### src/srfp_pkg.sv
package srfp_pkg;

    localparam int MAX_FRAME_BYTES = 32;
    localparam int POS_W = 6;
    localparam int PAYLOAD_DEPTH = 22;
    localparam int PAYLOAD_FIRST = 3;
    localparam logic [16:0] TEMP_OFFSET = 17'd500;

    typedef enum logic [1:0] {
        STATUS_OK,
        STATUS_MISMATCH,
        STATUS_TOO_LONG
    } status_t;

    typedef logic [PAYLOAD_DEPTH-1:0][7:0] payload_t;

    typedef struct packed {
        logic    fire;
        status_t status;
    } emit_t;

endpackage

### src/srfp_in_stage.sv
module srfp_in_stage (
    input  logic       clk,
    input  logic       rst_n,
    input  logic       in_valid,
    output logic       in_stall,
    input  logic [7:0] rx_byte,
    input  logic       frame_start,
    input  logic       advance,
    output logic       item_valid,
    output logic [7:0] item_byte,
    output logic       item_start
);

    logic       valid_reg;
    logic       valid_next;
    logic [7:0] byte_reg;
    logic       start_reg;
    logic       accept;

    assign in_stall = valid_reg && !advance;
    assign accept   = in_valid && !in_stall;

    always_comb
    begin
        valid_next = valid_reg;
        if (accept)
        begin
            valid_next = 1'b1;
        end
        else if (advance)
        begin
            valid_next = 1'b0;
        end
    end

    always_ff @(posedge clk or negedge rst_n)
    begin
        if (!rst_n)
        begin
            valid_reg <= 1'b0;
        end
        else
        begin
            valid_reg <= valid_next;
        end
    end

    // hold the payload of a waiting transfer
    always_ff @(posedge clk)
    begin
        if (accept)
        begin
            byte_reg  <= rx_byte;
            start_reg <= frame_start;
        end
    end

    assign item_valid = valid_reg;
    assign item_byte  = byte_reg;
    assign item_start = start_reg;

endmodule

### src/srfp_frame_core.sv
module srfp_frame_core (
    input  logic              clk,
    input  logic              rst_n,
    input  logic              item_valid,
    input  logic [7:0]        item_byte,
    input  logic              item_start,
    input  logic              advance,
    output srfp_pkg::emit_t   emit,
    output srfp_pkg::payload_t payload
);

    logic [srfp_pkg::POS_W-1:0] pos_reg;
    logic [srfp_pkg::POS_W-1:0] pos_next;
    logic [7:0]                 len_reg;
    logic [7:0]                 len_next;
    logic [7:0]                 sum_reg;
    logic [7:0]                 sum_next;
    logic                       active_reg;
    logic                       active_next;
    srfp_pkg::payload_t         payload_reg;
    srfp_pkg::payload_t         payload_next;
    logic [7:0]                 sum_add;
    logic [7:0]                 expect_sum;
    logic                       too_long;
    logic                       at_check;

    assign sum_add    = sum_reg + item_byte;
    assign expect_sum = (~sum_reg) + 8'd1;
    assign too_long   = ({1'b0, item_byte} + 9'd2) >= 9'(srfp_pkg::MAX_FRAME_BYTES);
    assign at_check   = {3'b000, pos_reg} >= ({1'b0, len_reg} + 9'd2);

    always_comb
    begin
        pos_next     = pos_reg;
        len_next     = len_reg;
        sum_next     = sum_reg;
        active_next  = active_reg;
        payload_next = payload_reg;
        emit.fire    = 1'b0;
        emit.status  = srfp_pkg::STATUS_OK;
        if (item_valid)
        begin
            if (item_start)
            begin
                payload_next = '0;
                len_next     = 8'd0;
                sum_next     = item_byte;
                pos_next     = srfp_pkg::POS_W'(1);
                active_next  = 1'b1;
            end
            else if (active_reg)
            begin
                if (pos_reg == srfp_pkg::POS_W'(1))
                begin
                    len_next = item_byte;
                    if (too_long)
                    begin
                        active_next = 1'b0;
                        pos_next    = '0;
                        emit.fire   = 1'b1;
                        emit.status = srfp_pkg::STATUS_TOO_LONG;
                    end
                    else
                    begin
                        sum_next = sum_add;
                        pos_next = srfp_pkg::POS_W'(2);
                    end
                end
                else if (at_check)
                begin
                    active_next = 1'b0;
                    pos_next    = '0;
                    emit.fire   = 1'b1;
                    emit.status = (expect_sum == item_byte) ? srfp_pkg::STATUS_OK
                                                            : srfp_pkg::STATUS_MISMATCH;
                end
                else
                begin
                    for (int i = 0; i < srfp_pkg::PAYLOAD_DEPTH; i++)
                    begin
                        if (pos_reg == srfp_pkg::POS_W'(srfp_pkg::PAYLOAD_FIRST + i))
                        begin
                            payload_next[i] = item_byte;
                        end
                    end
                    sum_next = sum_add;
                    pos_next = pos_reg + srfp_pkg::POS_W'(1);
                end
            end
        end
    end

    always_ff @(posedge clk or negedge rst_n)
    begin
        if (!rst_n)
        begin
            pos_reg     <= '0;
            len_reg     <= 8'd0;
            sum_reg     <= 8'd0;
            active_reg  <= 1'b0;
            payload_reg <= '0;
        end
        else if (advance)
        begin
            pos_reg     <= pos_next;
            len_reg     <= len_next;
            sum_reg     <= sum_next;
            active_reg  <= active_next;
            payload_reg <= payload_next;
        end
    end

    assign payload = payload_reg;

endmodule

### src/srfp_out_stage.sv
module srfp_out_stage (
    input  logic                      clk,
    input  logic                      rst_n,
    input  logic                      load,
    input  srfp_pkg::status_t         load_status,
    input  srfp_pkg::payload_t        payload,
    output logic                      out_valid,
    input  logic                      out_stall,
    output logic [1:0]                status,
    output logic [15:0]               tvoc_ppb,
    output logic [15:0]               no2_ppb,
    output logic [15:0]               pm1_level,
    output logic [15:0]               pm25_level,
    output logic [15:0]               pm10_level,
    output logic [15:0]               hcho_ppb,
    output logic signed [16:0]        temperature_tenths,
    output logic [15:0]               humidity_tenths,
    output logic [7:0]                fault_primary,
    output logic [7:0]                fault_secondary,
    output logic                      fault_any
);

    logic        valid_reg;
    logic        valid_next;
    logic [1:0]  status_reg;
    logic [15:0] tvoc_reg;
    logic [15:0] no2_reg;
    logic [15:0] pm1_reg;
    logic [15:0] pm25_reg;
    logic [15:0] pm10_reg;
    logic [15:0] hcho_reg;
    logic [16:0] temp_reg;
    logic [15:0] hum_reg;
    logic [7:0]  fault1_reg;
    logic [7:0]  fault2_reg;
    logic        fault_any_reg;
    logic        good;
    logic [15:0] temp_word;

    assign good      = (load_status == srfp_pkg::STATUS_OK);
    assign temp_word = {payload[10], payload[11]};

    always_comb
    begin
        valid_next = valid_reg;
        if (load)
        begin
            valid_next = 1'b1;
        end
        else if (!out_stall)
        begin
            valid_next = 1'b0;
        end
    end

    always_ff @(posedge clk or negedge rst_n)
    begin
        if (!rst_n)
        begin
            valid_reg <= 1'b0;
        end
        else
        begin
            valid_reg <= valid_next;
        end
    end

    // zero every reading of a failed frame
    always_ff @(posedge clk)
    begin
        if (load)
        begin
            status_reg    <= load_status;
            tvoc_reg      <= good ? {payload[0], payload[1]} : 16'd0;
            no2_reg       <= good ? {payload[2], payload[3]} : 16'd0;
            pm1_reg       <= good ? {payload[4], payload[5]} : 16'd0;
            pm25_reg      <= good ? {payload[6], payload[7]} : 16'd0;
            pm10_reg      <= good ? {payload[8], payload[9]} : 16'd0;
            hcho_reg      <= good ? {payload[18], payload[19]} : 16'd0;
            temp_reg      <= good ? ({temp_word[15], temp_word} - srfp_pkg::TEMP_OFFSET)
                                  : 17'd0;
            hum_reg       <= good ? {payload[12], payload[13]} : 16'd0;
            fault1_reg    <= good ? payload[20] : 8'd0;
            fault2_reg    <= good ? payload[21] : 8'd0;
            fault_any_reg <= good && ((payload[20] != 8'd0) || (payload[21] != 8'd0));
        end
    end

    assign out_valid          = valid_reg;
    assign status             = status_reg;
    assign tvoc_ppb           = tvoc_reg;
    assign no2_ppb            = no2_reg;
    assign pm1_level          = pm1_reg;
    assign pm25_level         = pm25_reg;
    assign pm10_level         = pm10_reg;
    assign hcho_ppb           = hcho_reg;
    assign temperature_tenths = signed'(temp_reg);
    assign humidity_tenths    = hum_reg;
    assign fault_primary      = fault1_reg;
    assign fault_secondary    = fault2_reg;
    assign fault_any          = fault_any_reg;

endmodule

### src/sensor_response_frame_parser.sv
// Channel | Handshake           | Payload
// input   | in_valid, in_stall  | rx_byte, frame_start
// output  | out_valid, out_stall| status and decoded readings
//
// One byte per cycle while no frame-ending byte waits on a stalled result.
// Each byte passes an input register, then updates the frame tracker; results are registered.
// Reset clears the frame state and both valid flags; no clearing pass.
// A byte that ends a frame waits in the input register while a result is stalled;
// bytes that give no result keep flowing past a stalled result.
module sensor_response_frame_parser (
    input  logic               clk,
    input  logic               rst_n,
    input  logic               in_valid,
    output logic               in_stall,
    input  logic [7:0]         rx_byte,
    input  logic               frame_start,
    output logic               out_valid,
    input  logic               out_stall,
    output logic [1:0]         status,
    output logic [15:0]        tvoc_ppb,
    output logic [15:0]        no2_ppb,
    output logic [15:0]        pm1_level,
    output logic [15:0]        pm25_level,
    output logic [15:0]        pm10_level,
    output logic [15:0]        hcho_ppb,
    output logic signed [16:0] temperature_tenths,
    output logic [15:0]        humidity_tenths,
    output logic [7:0]         fault_primary,
    output logic [7:0]         fault_secondary,
    output logic               fault_any
);

    logic               item_valid;
    logic [7:0]         item_byte;
    logic               item_start;
    logic               advance;
    srfp_pkg::emit_t    emit;
    srfp_pkg::payload_t payload;

    // advance unless a result would land on a stalled one
    assign advance = item_valid && (!emit.fire || !out_valid || !out_stall);

    srfp_in_stage u_in (
        .clk        (clk),
        .rst_n      (rst_n),
        .in_valid   (in_valid),
        .in_stall   (in_stall),
        .rx_byte    (rx_byte),
        .frame_start(frame_start),
        .advance    (advance),
        .item_valid (item_valid),
        .item_byte  (item_byte),
        .item_start (item_start)
    );

    srfp_frame_core u_core (
        .clk       (clk),
        .rst_n     (rst_n),
        .item_valid(item_valid),
        .item_byte (item_byte),
        .item_start(item_start),
        .advance   (advance),
        .emit      (emit),
        .payload   (payload)
    );

    srfp_out_stage u_out (
        .clk               (clk),
        .rst_n             (rst_n),
        .load              (advance && emit.fire),
        .load_status       (emit.status),
        .payload           (payload),
        .out_valid         (out_valid),
        .out_stall         (out_stall),
        .status            (status),
        .tvoc_ppb          (tvoc_ppb),
        .no2_ppb           (no2_ppb),
        .pm1_level         (pm1_level),
        .pm25_level        (pm25_level),
        .pm10_level        (pm10_level),
        .hcho_ppb          (hcho_ppb),
        .temperature_tenths(temperature_tenths),
        .humidity_tenths   (humidity_tenths),
        .fault_primary     (fault_primary),
        .fault_secondary   (fault_secondary),
        .fault_any         (fault_any)
    );

endmodule

### config.mk
export PLATFORM = sky130hd
export DESIGN_NAME = sensor_response_frame_parser
export DESIGN_NICKNAME = d
export VERILOG_FILES = /design/src/srfp_pkg.sv /design/src/srfp_in_stage.sv /design/src/srfp_frame_core.sv /design/src/srfp_out_stage.sv /design/src/sensor_response_frame_parser.sv
export SDC_FILE = /design/constraint.sdc
export NUM_CORES = 1
export LEC_CHECK = 0
export BUFFER_PORTS_ARGS = -buffer_cell sky130_fd_sc_hd__buf_2
export CAP_MARGIN = 20
export CELL_PAD_IN_SITES_DETAIL_PLACEMENT = 0
export CELL_PAD_IN_SITES_GLOBAL_PLACEMENT = 1
export CORE_AREA = 5 5 177 179
export CTS_CLUSTER_SIZE = 30
export DETAILED_ROUTE_END_ITERATION = 8
export DIE_AREA = 0 0 182 184
export HOLD_SLACK_MARGIN = 0.06
export PLACE_DENSITY = 0.84
export SLEW_MARGIN = 10
export SYNTH_ARGS = -nofsm -noshare
export SYNTH_HDL_FRONTEND = slang
export SYNTH_SLANG_ARGS = --single-unit
### constraint.sdc
create_clock -name clk -period 39.4 [get_ports clk]
set_clock_uncertainty 0.05 [all_clocks]
set_input_delay 0 -clock clk [delete_from_list [all_inputs] [get_ports clk]]
set_output_delay 0 -clock clk [all_outputs]
set_load 0.02 [all_outputs]
==> reports/qor.txt, run 1 <==
Final Max Slew Viols = 0
Seq/Total Area, Yosys = 60.0%
maxcap violations = 0
Clock Tree Root = clkbuf_16
Post-Synth XOR/XNOR Area = 1.53%
Synth Cell Area = 14900 um2
synth warn = 0
startpoint types = flop
Worst Hold Class = in -> async
post-synthesis instance total = 1249
Final Wtd Congestion = 0.804
Post-route DRC = 0
Max Used Layer = met4
worst setup margin = 34.85 ns
Avg Vias per Cell = 5.48
htree depth = 2
layout cells sized above 1 = 18.5%
CP max FO = 90
CTS tree = done
Slowest Stage Delay on Critical Path = 0.72 ns
Final TNS setup = 0 ns
DR WL/cell = 19.0 um
antenna violations before repair = 0
Synth Area in Simple Gates = 16.2%
Synth Area in Adders = 1.90%
Syn Nets = 1284
postcts setup bufs = 0
port bufs = 162
WL met2 = 16900 um
Filler cells = 2411
Slew HR = 27.6%
Reg2Reg Setup Slack = 34.85 ns
ant diodes = 0
slew at the pin with the worst max-slew slack = 1.08 ns
die height = 184 um
GR Util All Layers = 20.6%
total power = 1.03 mW
via total after detailed routing = 9948
Largest register FFs = 144
pre-CTS WS = 34.80 ns
CP Data Arrival Time = 4.87 ns
synthesized flop and latch total = 326
main combinational cell family by area after synthesis = simple AND/OR/NAND/NOR gates
DRT iter0 DRCs = 740
chip width = 182 um
Worst path top cell family by delay = simple AND/OR/NAND/NOR gates
cell area after layout = 17300 um2
Setup-failing EPs final = 0
TritonCTS buffer count = 35
largest net degree at the start of global routing = 96
DP Wirelength = 20600 um
VDD IR max = 0.0297 mV
number of global-route vias before repair = 10052
Core Util, Final = 58.8%
I/O pins = 163
post-synthesis async set-or-reset flop share = 51.8%
met3 wire length = 1640 um
minimum clock period = 4.55 ns
Crit Path Category = reg -> reg
status = completed
total congestion overflow = 0
Clock Tree Buf Depth = 3
Worst EP required = 39.72 ns
Clock transition at path regs = 0.06 ns
LEAKAGE = 6.71 nW
Total Routed Length = 34600 um
fin nets = 1434
CP Cell Sequence = ha_1 -> nand3_1 -> xor2_1 -> ha_1 -> and3_1 -> a221oi_1 -> nor2_4 -> buf_12 -> nor4b_2 -> buf_4 -> nor2_4 -> buf_4 -> and2_1
first-pass GRT wire length = 55700 um
Core ar. = 29400 um2
drt first pass iters = 5
placed cell count = 1739
clock sinks = 326
fmax = 220 MHz
Reg area = 8940 um2
Synth-to-Final Area Change = 15.9%
mux cell area share after synthesis = 8.80%
Final Non-Filler Cells = 1815
endpoints failing hold = 0
Post-synth EDFFs = 157
fin crit share = 11.5%
Mean Syn Cell Area = 11.9 um2
DP Area = 16000 um2
Synth Area in Compound Gates = 8.91%
RSZ-0062 raised after global routing = no
worst-skew pair later-pin latency = 0.52 ns
CP max stage cell = buf_4
WL met1 = 15400 um
Rows = 63
Netlist cell types = 63
Final ANT Viol Nets = 0
die area = 33500 um2
PwrDens = 59.8 nW/um2
area of the multi-input gates = 5590 um2
top_reg_cell synth = dfrtp_1
worst hold margin = 0.0887 ns
critical path capture point type = flop
Critical path buffers and inverters = 3
Initial Utilization = 50.7%
==> per-layer routing <==
layer	track usage [%]	vias up
met5	0	-
li1	-	4742
met2	35.1	234
met1	28.1	4923
met3	3.30	49
met4	4.86	0
==> worst paths after layout <==
kind | start | endpoint | depth (start not counted)
max in group asynchronous | rst_n | u_core.sum_reg[2] | 3
min in group clk | rx_byte[6] | u_in.item_byte[6] | 2
hold / removal | rst_n | u_core.payload[50] | 2
setup / recovery | u_core.len_reg[1] | u_out.no2_ppb[1] | 13
hold reg to reg | u_core.payload[43] | u_core.payload[43] | 2
setup reg to reg | u_core.len_reg[1] | u_out.no2_ppb[1] | 13
==> cells by family (layout without fill, tap and decap cells) <==
group | count (synthesis) | after routing
AO/OA/AOI/OAI | 223 | 223
XOR/XNOR | 26 | 26
adder cells (fa/ha/maj) | 22 | 22
buffers and inverters | 93 | 269
flip-flops | 326 | 326
multiplexers | 131 | 131
AND/OR/NAND/NOR | 428 | 428
==> Yosys cell counts (3+ instances only) <==
library cell	instances	area share (%)
ha_1	21	1.8
o21a_1	4	0.20
a21oi_1	7	0.23
o31ai_1	4	0.20
nor4b_2	3	0.30
nor3b_1	3	0.15
nor2b_1	7	0.29
and3_1	6	0.25
or2_2	3	0.13
clkbuf_1	55	1.4
a22o_1	18	1.1
nor4_1	11	0.46
mux2i_1	130	8.7
o21ai_0	47	1.6
o21bai_1	3	0.15
nor3_4	9	0.98
xor2_1	13	0.76
dfrtp_1	169	28
nand2_1	157	4.0
and2_1	140	5.9
a22oi_1	10	0.50
o21ai_1	111	3.7
xnor2_1	13	0.76
nand3_1	16	0.54
edfxtp_1	157	32
buf_1	4	0.10
nor2_1	21	0.53
buf_2	18	0.60
nand2b_1	3	0.13
nor3_1	25	0.84
a211o_1	4	0.23
inv_1	12	0.30
nor4_4	4	0.57
==> report_power, final <==
part           switching (mW)  total, mW  internal [mW]
logic                   0.154      0.248         0.0940
registers              0.0420      0.465          0.423
clock network           0.131      0.321          0.190
==> timing repair <==
item | 4_1_cts | 5_1_grt
hold buffers | 12 | 0
gates resized for setup | 0 | 0
endpoints found under the hold margin | 114 | 0
==> area by class of cell <==
cell class	count	share of cell area [%]
well taps	390	2.82
clock buffers	47	5.51
flip-flops and latches	326	51.7
multi-input cells	830	32.3
inverters	12	0.261
clock inverters	16	0.970
repair buffers	194	6.36
==> placed cells by master (no fill, tap or decap), types with 20 or more instances in the layout <==
cell type,n
nor3_1,23
ha_1,21
mux2i_1,130
nand2_1,157
o21ai_0,47
buf_2,161
edfxtp_1,157
clkbuf_16,36
o21ai_1,111
nor2_1,20
dfrtp_1,169
and2_1,140
Note: power is estimated with default switching activity, not from simulation.
==> run 2: changes to the inputs <==
--- a/config.mk
+++ b/config.mk
@@ -5,16 +5,17 @@
 export SDC_FILE = /design/constraint.sdc
 export NUM_CORES = 1
 export LEC_CHECK = 0
+export ABC_AREA = 1
 export BUFFER_PORTS_ARGS = -buffer_cell sky130_fd_sc_hd__buf_2
 export CAP_MARGIN = 20
 export CELL_PAD_IN_SITES_DETAIL_PLACEMENT = 0
 export CELL_PAD_IN_SITES_GLOBAL_PLACEMENT = 1
-export CORE_AREA = 5 5 177 179
+export CORE_AREA = 5 5 185 187
 export CTS_CLUSTER_SIZE = 30
 export DETAILED_ROUTE_END_ITERATION = 8
-export DIE_AREA = 0 0 182 184
+export DIE_AREA = 0 0 190 192
 export HOLD_SLACK_MARGIN = 0.06
-export PLACE_DENSITY = 0.84
+export PLACE_DENSITY = 0.8
 export SLEW_MARGIN = 10
 export SYNTH_ARGS = -nofsm -noshare
 export SYNTH_HDL_FRONTEND = slang
==> constraint.sdc (replaced) <==
create_clock -name clk -period 4.5 [get_ports clk]
set_clock_uncertainty 0.05 [all_clocks]
set_input_delay 0 -clock clk [delete_from_list [all_inputs] [get_ports clk]]
set_output_delay 0 -clock clk [all_outputs]
set_load 0.02 [all_outputs]
==> run 2 against run 1 <==
Net effect:
- cell count up 19%
- synthesized area down 1.2%
- clock power rose to 8.9 times the previous value
- global-route usage down 1.7 points
- count of clock-buffer cells in the layout up 1
- die area up 8.9%
- combinational power rose to 10 times the previous value
- maximum frequency up 28%
- largest cell class unchanged
==> reports/qor.txt, run 2 <==
synthesized flop and latch total = 326
most common cell in the synthesized netlist = nand2_1
largest net degree at the start of global routing = 101
Crit Path Category = reg -> reg
ant diodes = 0
total congestion overflow = 0
clock sinks = 326
Clock Tree Root = clkbuf_16
Final ANT Viol Nets = 0
Reg2Reg Setup Slack = 0.95 ns
LEAKAGE = 8.10 nW
Final Max Slew Viols = 0
R2R Path Start = u_core.len_reg[3]
first-pass GRT wire length = 56200 um
maxcap violations = 0
GR Util All Layers = 18.9%
CP Data Arrival Time = 3.64 ns
Largest register FFs = 144
endpoints failing hold = 0
Synth Cell Area = 14700 um2
worst hold margin = 0.0559 ns
Clock Tree Buf Depth = 3
CP max stage cell = buf_4
met3 Resource Use GR = 2.87%
Clock transition at path regs = 0.06 ns
fin crit share = 78.9%
Slew HR = 42.9%
Core ar. = 32300 um2
post-synthesis async set-or-reset flop share = 51.8%
worst-skew pair later-pin latency = 0.51 ns
area of the multi-input gates = 4720 um2
port bufs = 162
Rows = 66
postcts setup bufs = 0
TritonCTS buffer count = 35
drt first pass iters = 5
RSZ-0062 raised after global routing = no
DP Wirelength = 22600 um
commonest non-fill, non-tap cell in the layout = nand2_1
I/O pins = 163
Netlist cell types = 37
post-synth top area share = 32.0%
post-synthesis instance total = 1533
Synth top cells by count = 405 x nand2_1, 189 x inv_1, 186 x nor2_1
htree depth = 2
startpoint types = flop
Synth-to-Final Area Change = 16.8%
Final Wtd Congestion = 0.861
Slowest Stage Delay on Critical Path = 0.64 ns
Avg Vias per Cell = 5.02
reg2reg path depth = 16
Filler cells = 2959
CP max FO = 52
top_reg_cell synth = dfrtp_1
Global Route met1 Usage = 26.4%
Reg area = 8950 um2
Worst path top cell family by delay = buffers and inverters
Worst Hold Class = in -> async
slew at the pin with the worst max-slew slack = 0.856 ns
Final TNS setup = 0 ns
top cells by area, synth = edfxtp_1 32%, dfrtp_1 29%, nand2_1 10%
CP Cell Sequence = nand2_1 -> inv_1 -> nand2_1 -> xor2_1 -> ha_1 -> nand2_1 -> nor2_1 -> nand2_1 -> nand3_1 -> nand2_1 -> nand2_1 -> nand3_2 -> nand2_2 -> nand4_1 -> clkinvlp_4 -> buf_4
post-synth top area cell = edfxtp_1
M2 GR Usage = 31.7%
Seq/Total Area, Yosys = 60.7%
Syn Nets = 1568
minimum clock period = 3.55 ns
antenna violations before repair = 0
die area = 36500 um2
VDD IR max = 0.266 mV
PwrDens = 569 nW/um2
DR WL/cell = 16.0 um
status = completed
GRT busiest layer = met2
worst r2r dst = u_out.fault_secondary[5]
via total after detailed routing = 10843
cell mode on critical path = nand2_1
Total Routed Length = 34600 um
Post-route DRC = 0
Critical path buffers and inverters = 3
Initial Utilization = 45.6%
Mean Syn Cell Area = 9.61 um2
Setup-failing EPs final = 0
synth warn = 0
number of global-route vias before repair = 10517
fin nets = 1728
critical path capture point type = flop
most frequent cells in the layout = 404 x nand2_1, 188 x inv_1, 178 x nor2_1
DRT iter0 DRCs = 816
chip width = 190 um
Worst EP required = 4.59 ns
CTS tree = done
layout cells sized above 1 = 16.8%
CTS resizes = 0
fmax = 282 MHz
die height = 192 um
Post-synth EDFFs = 157
[run 2: cell types whose count changed after synthesis, moves of 26 or more]
cell	before	now
nand2_1	157	405
inv_1	12	189
nand4_1	1	173
nor2_1	21	186
and2_1	140	0
mux2i_1	130	0
o21ai_1	111	0
o21ai_0	47	9
clkbuf_1	55	29
[run 2: cell type report]
class                      count  area share [%]
clock inverter                14           0.981
clock buffer                  48            5.60
tap                          442            3.21
sequential                   326            52.0
inverter                     192            4.21
timing repair buffer         196            6.62
multi-input combinational    942            27.4
[run 2: timing repair]
item,CTS,global route
setup endpoints to repair,0,0
hold endpoints to repair,108,0
hold buffers,12,0
[run 2: power breakdown]
group / leakage, nW / switching (mW) / internal (mW)
combinational: 3.89 / 1.67 / 0.888
clock: 0.558 / 1.13 / 1.73
sequential: 3.65 / 0.445 / 3.94
total: 8.10 / 3.24 / 6.55
[run 2: worst max-delay path by stage]
stage | startpoint | end | cells after the start
5_1_grt | u_core.len_reg[3] | u_out.fault_secondary[1] | 16
2_1_floorplan | u_core.len_reg[1] | u_out.fault_any | 13
3_5_place_dp | u_core.len_reg[3] | u_out.fault_secondary[3] | 16
3_3_place_gp | u_core.len_reg[1] | u_out.fault_secondary[3] | 14
4_1_cts | u_core.len_reg[3] | u_out.fault_secondary[1] | 16
6_report | u_core.len_reg[3] | u_out.fault_secondary[5] | 16
[run 2: cells by family (layout without fill, tap and decap cells)]
family,after synthesis,in the layout,share of synthesized area (%)
buf+inv,265,450,7.53
fa+ha+maj,22,22,1.92
flops,326,326,60.7
xor+xnor,30,30,1.78
compound gates,41,41,1.55
simple gates,849,849,26.5
[run 2: per-layer routing]
metal	routed length, um	part of all wire [%]
met1	15600	45
met2	16800	48
met3	1740	5.0
met4	488	1.4
met5	0	0
[run 2: metrics by stage]
step	instances	utilization, %	cell area, um2	total power, mW	worst slack (ns)
6_report	2160	53.3	17200	9.80	0.949
2_1_floorplan	1533	-	14700	6.27	0.151
3_5_place_dp	2086	49.4	16000	7.01	0.950
5_1_grt	2160	53.3	17200	10.5	0.659
4_1_cts	2160	53.3	17200	9.90	0.930
3_3_place_gp	2086	49.4	16000	6.94	0.969
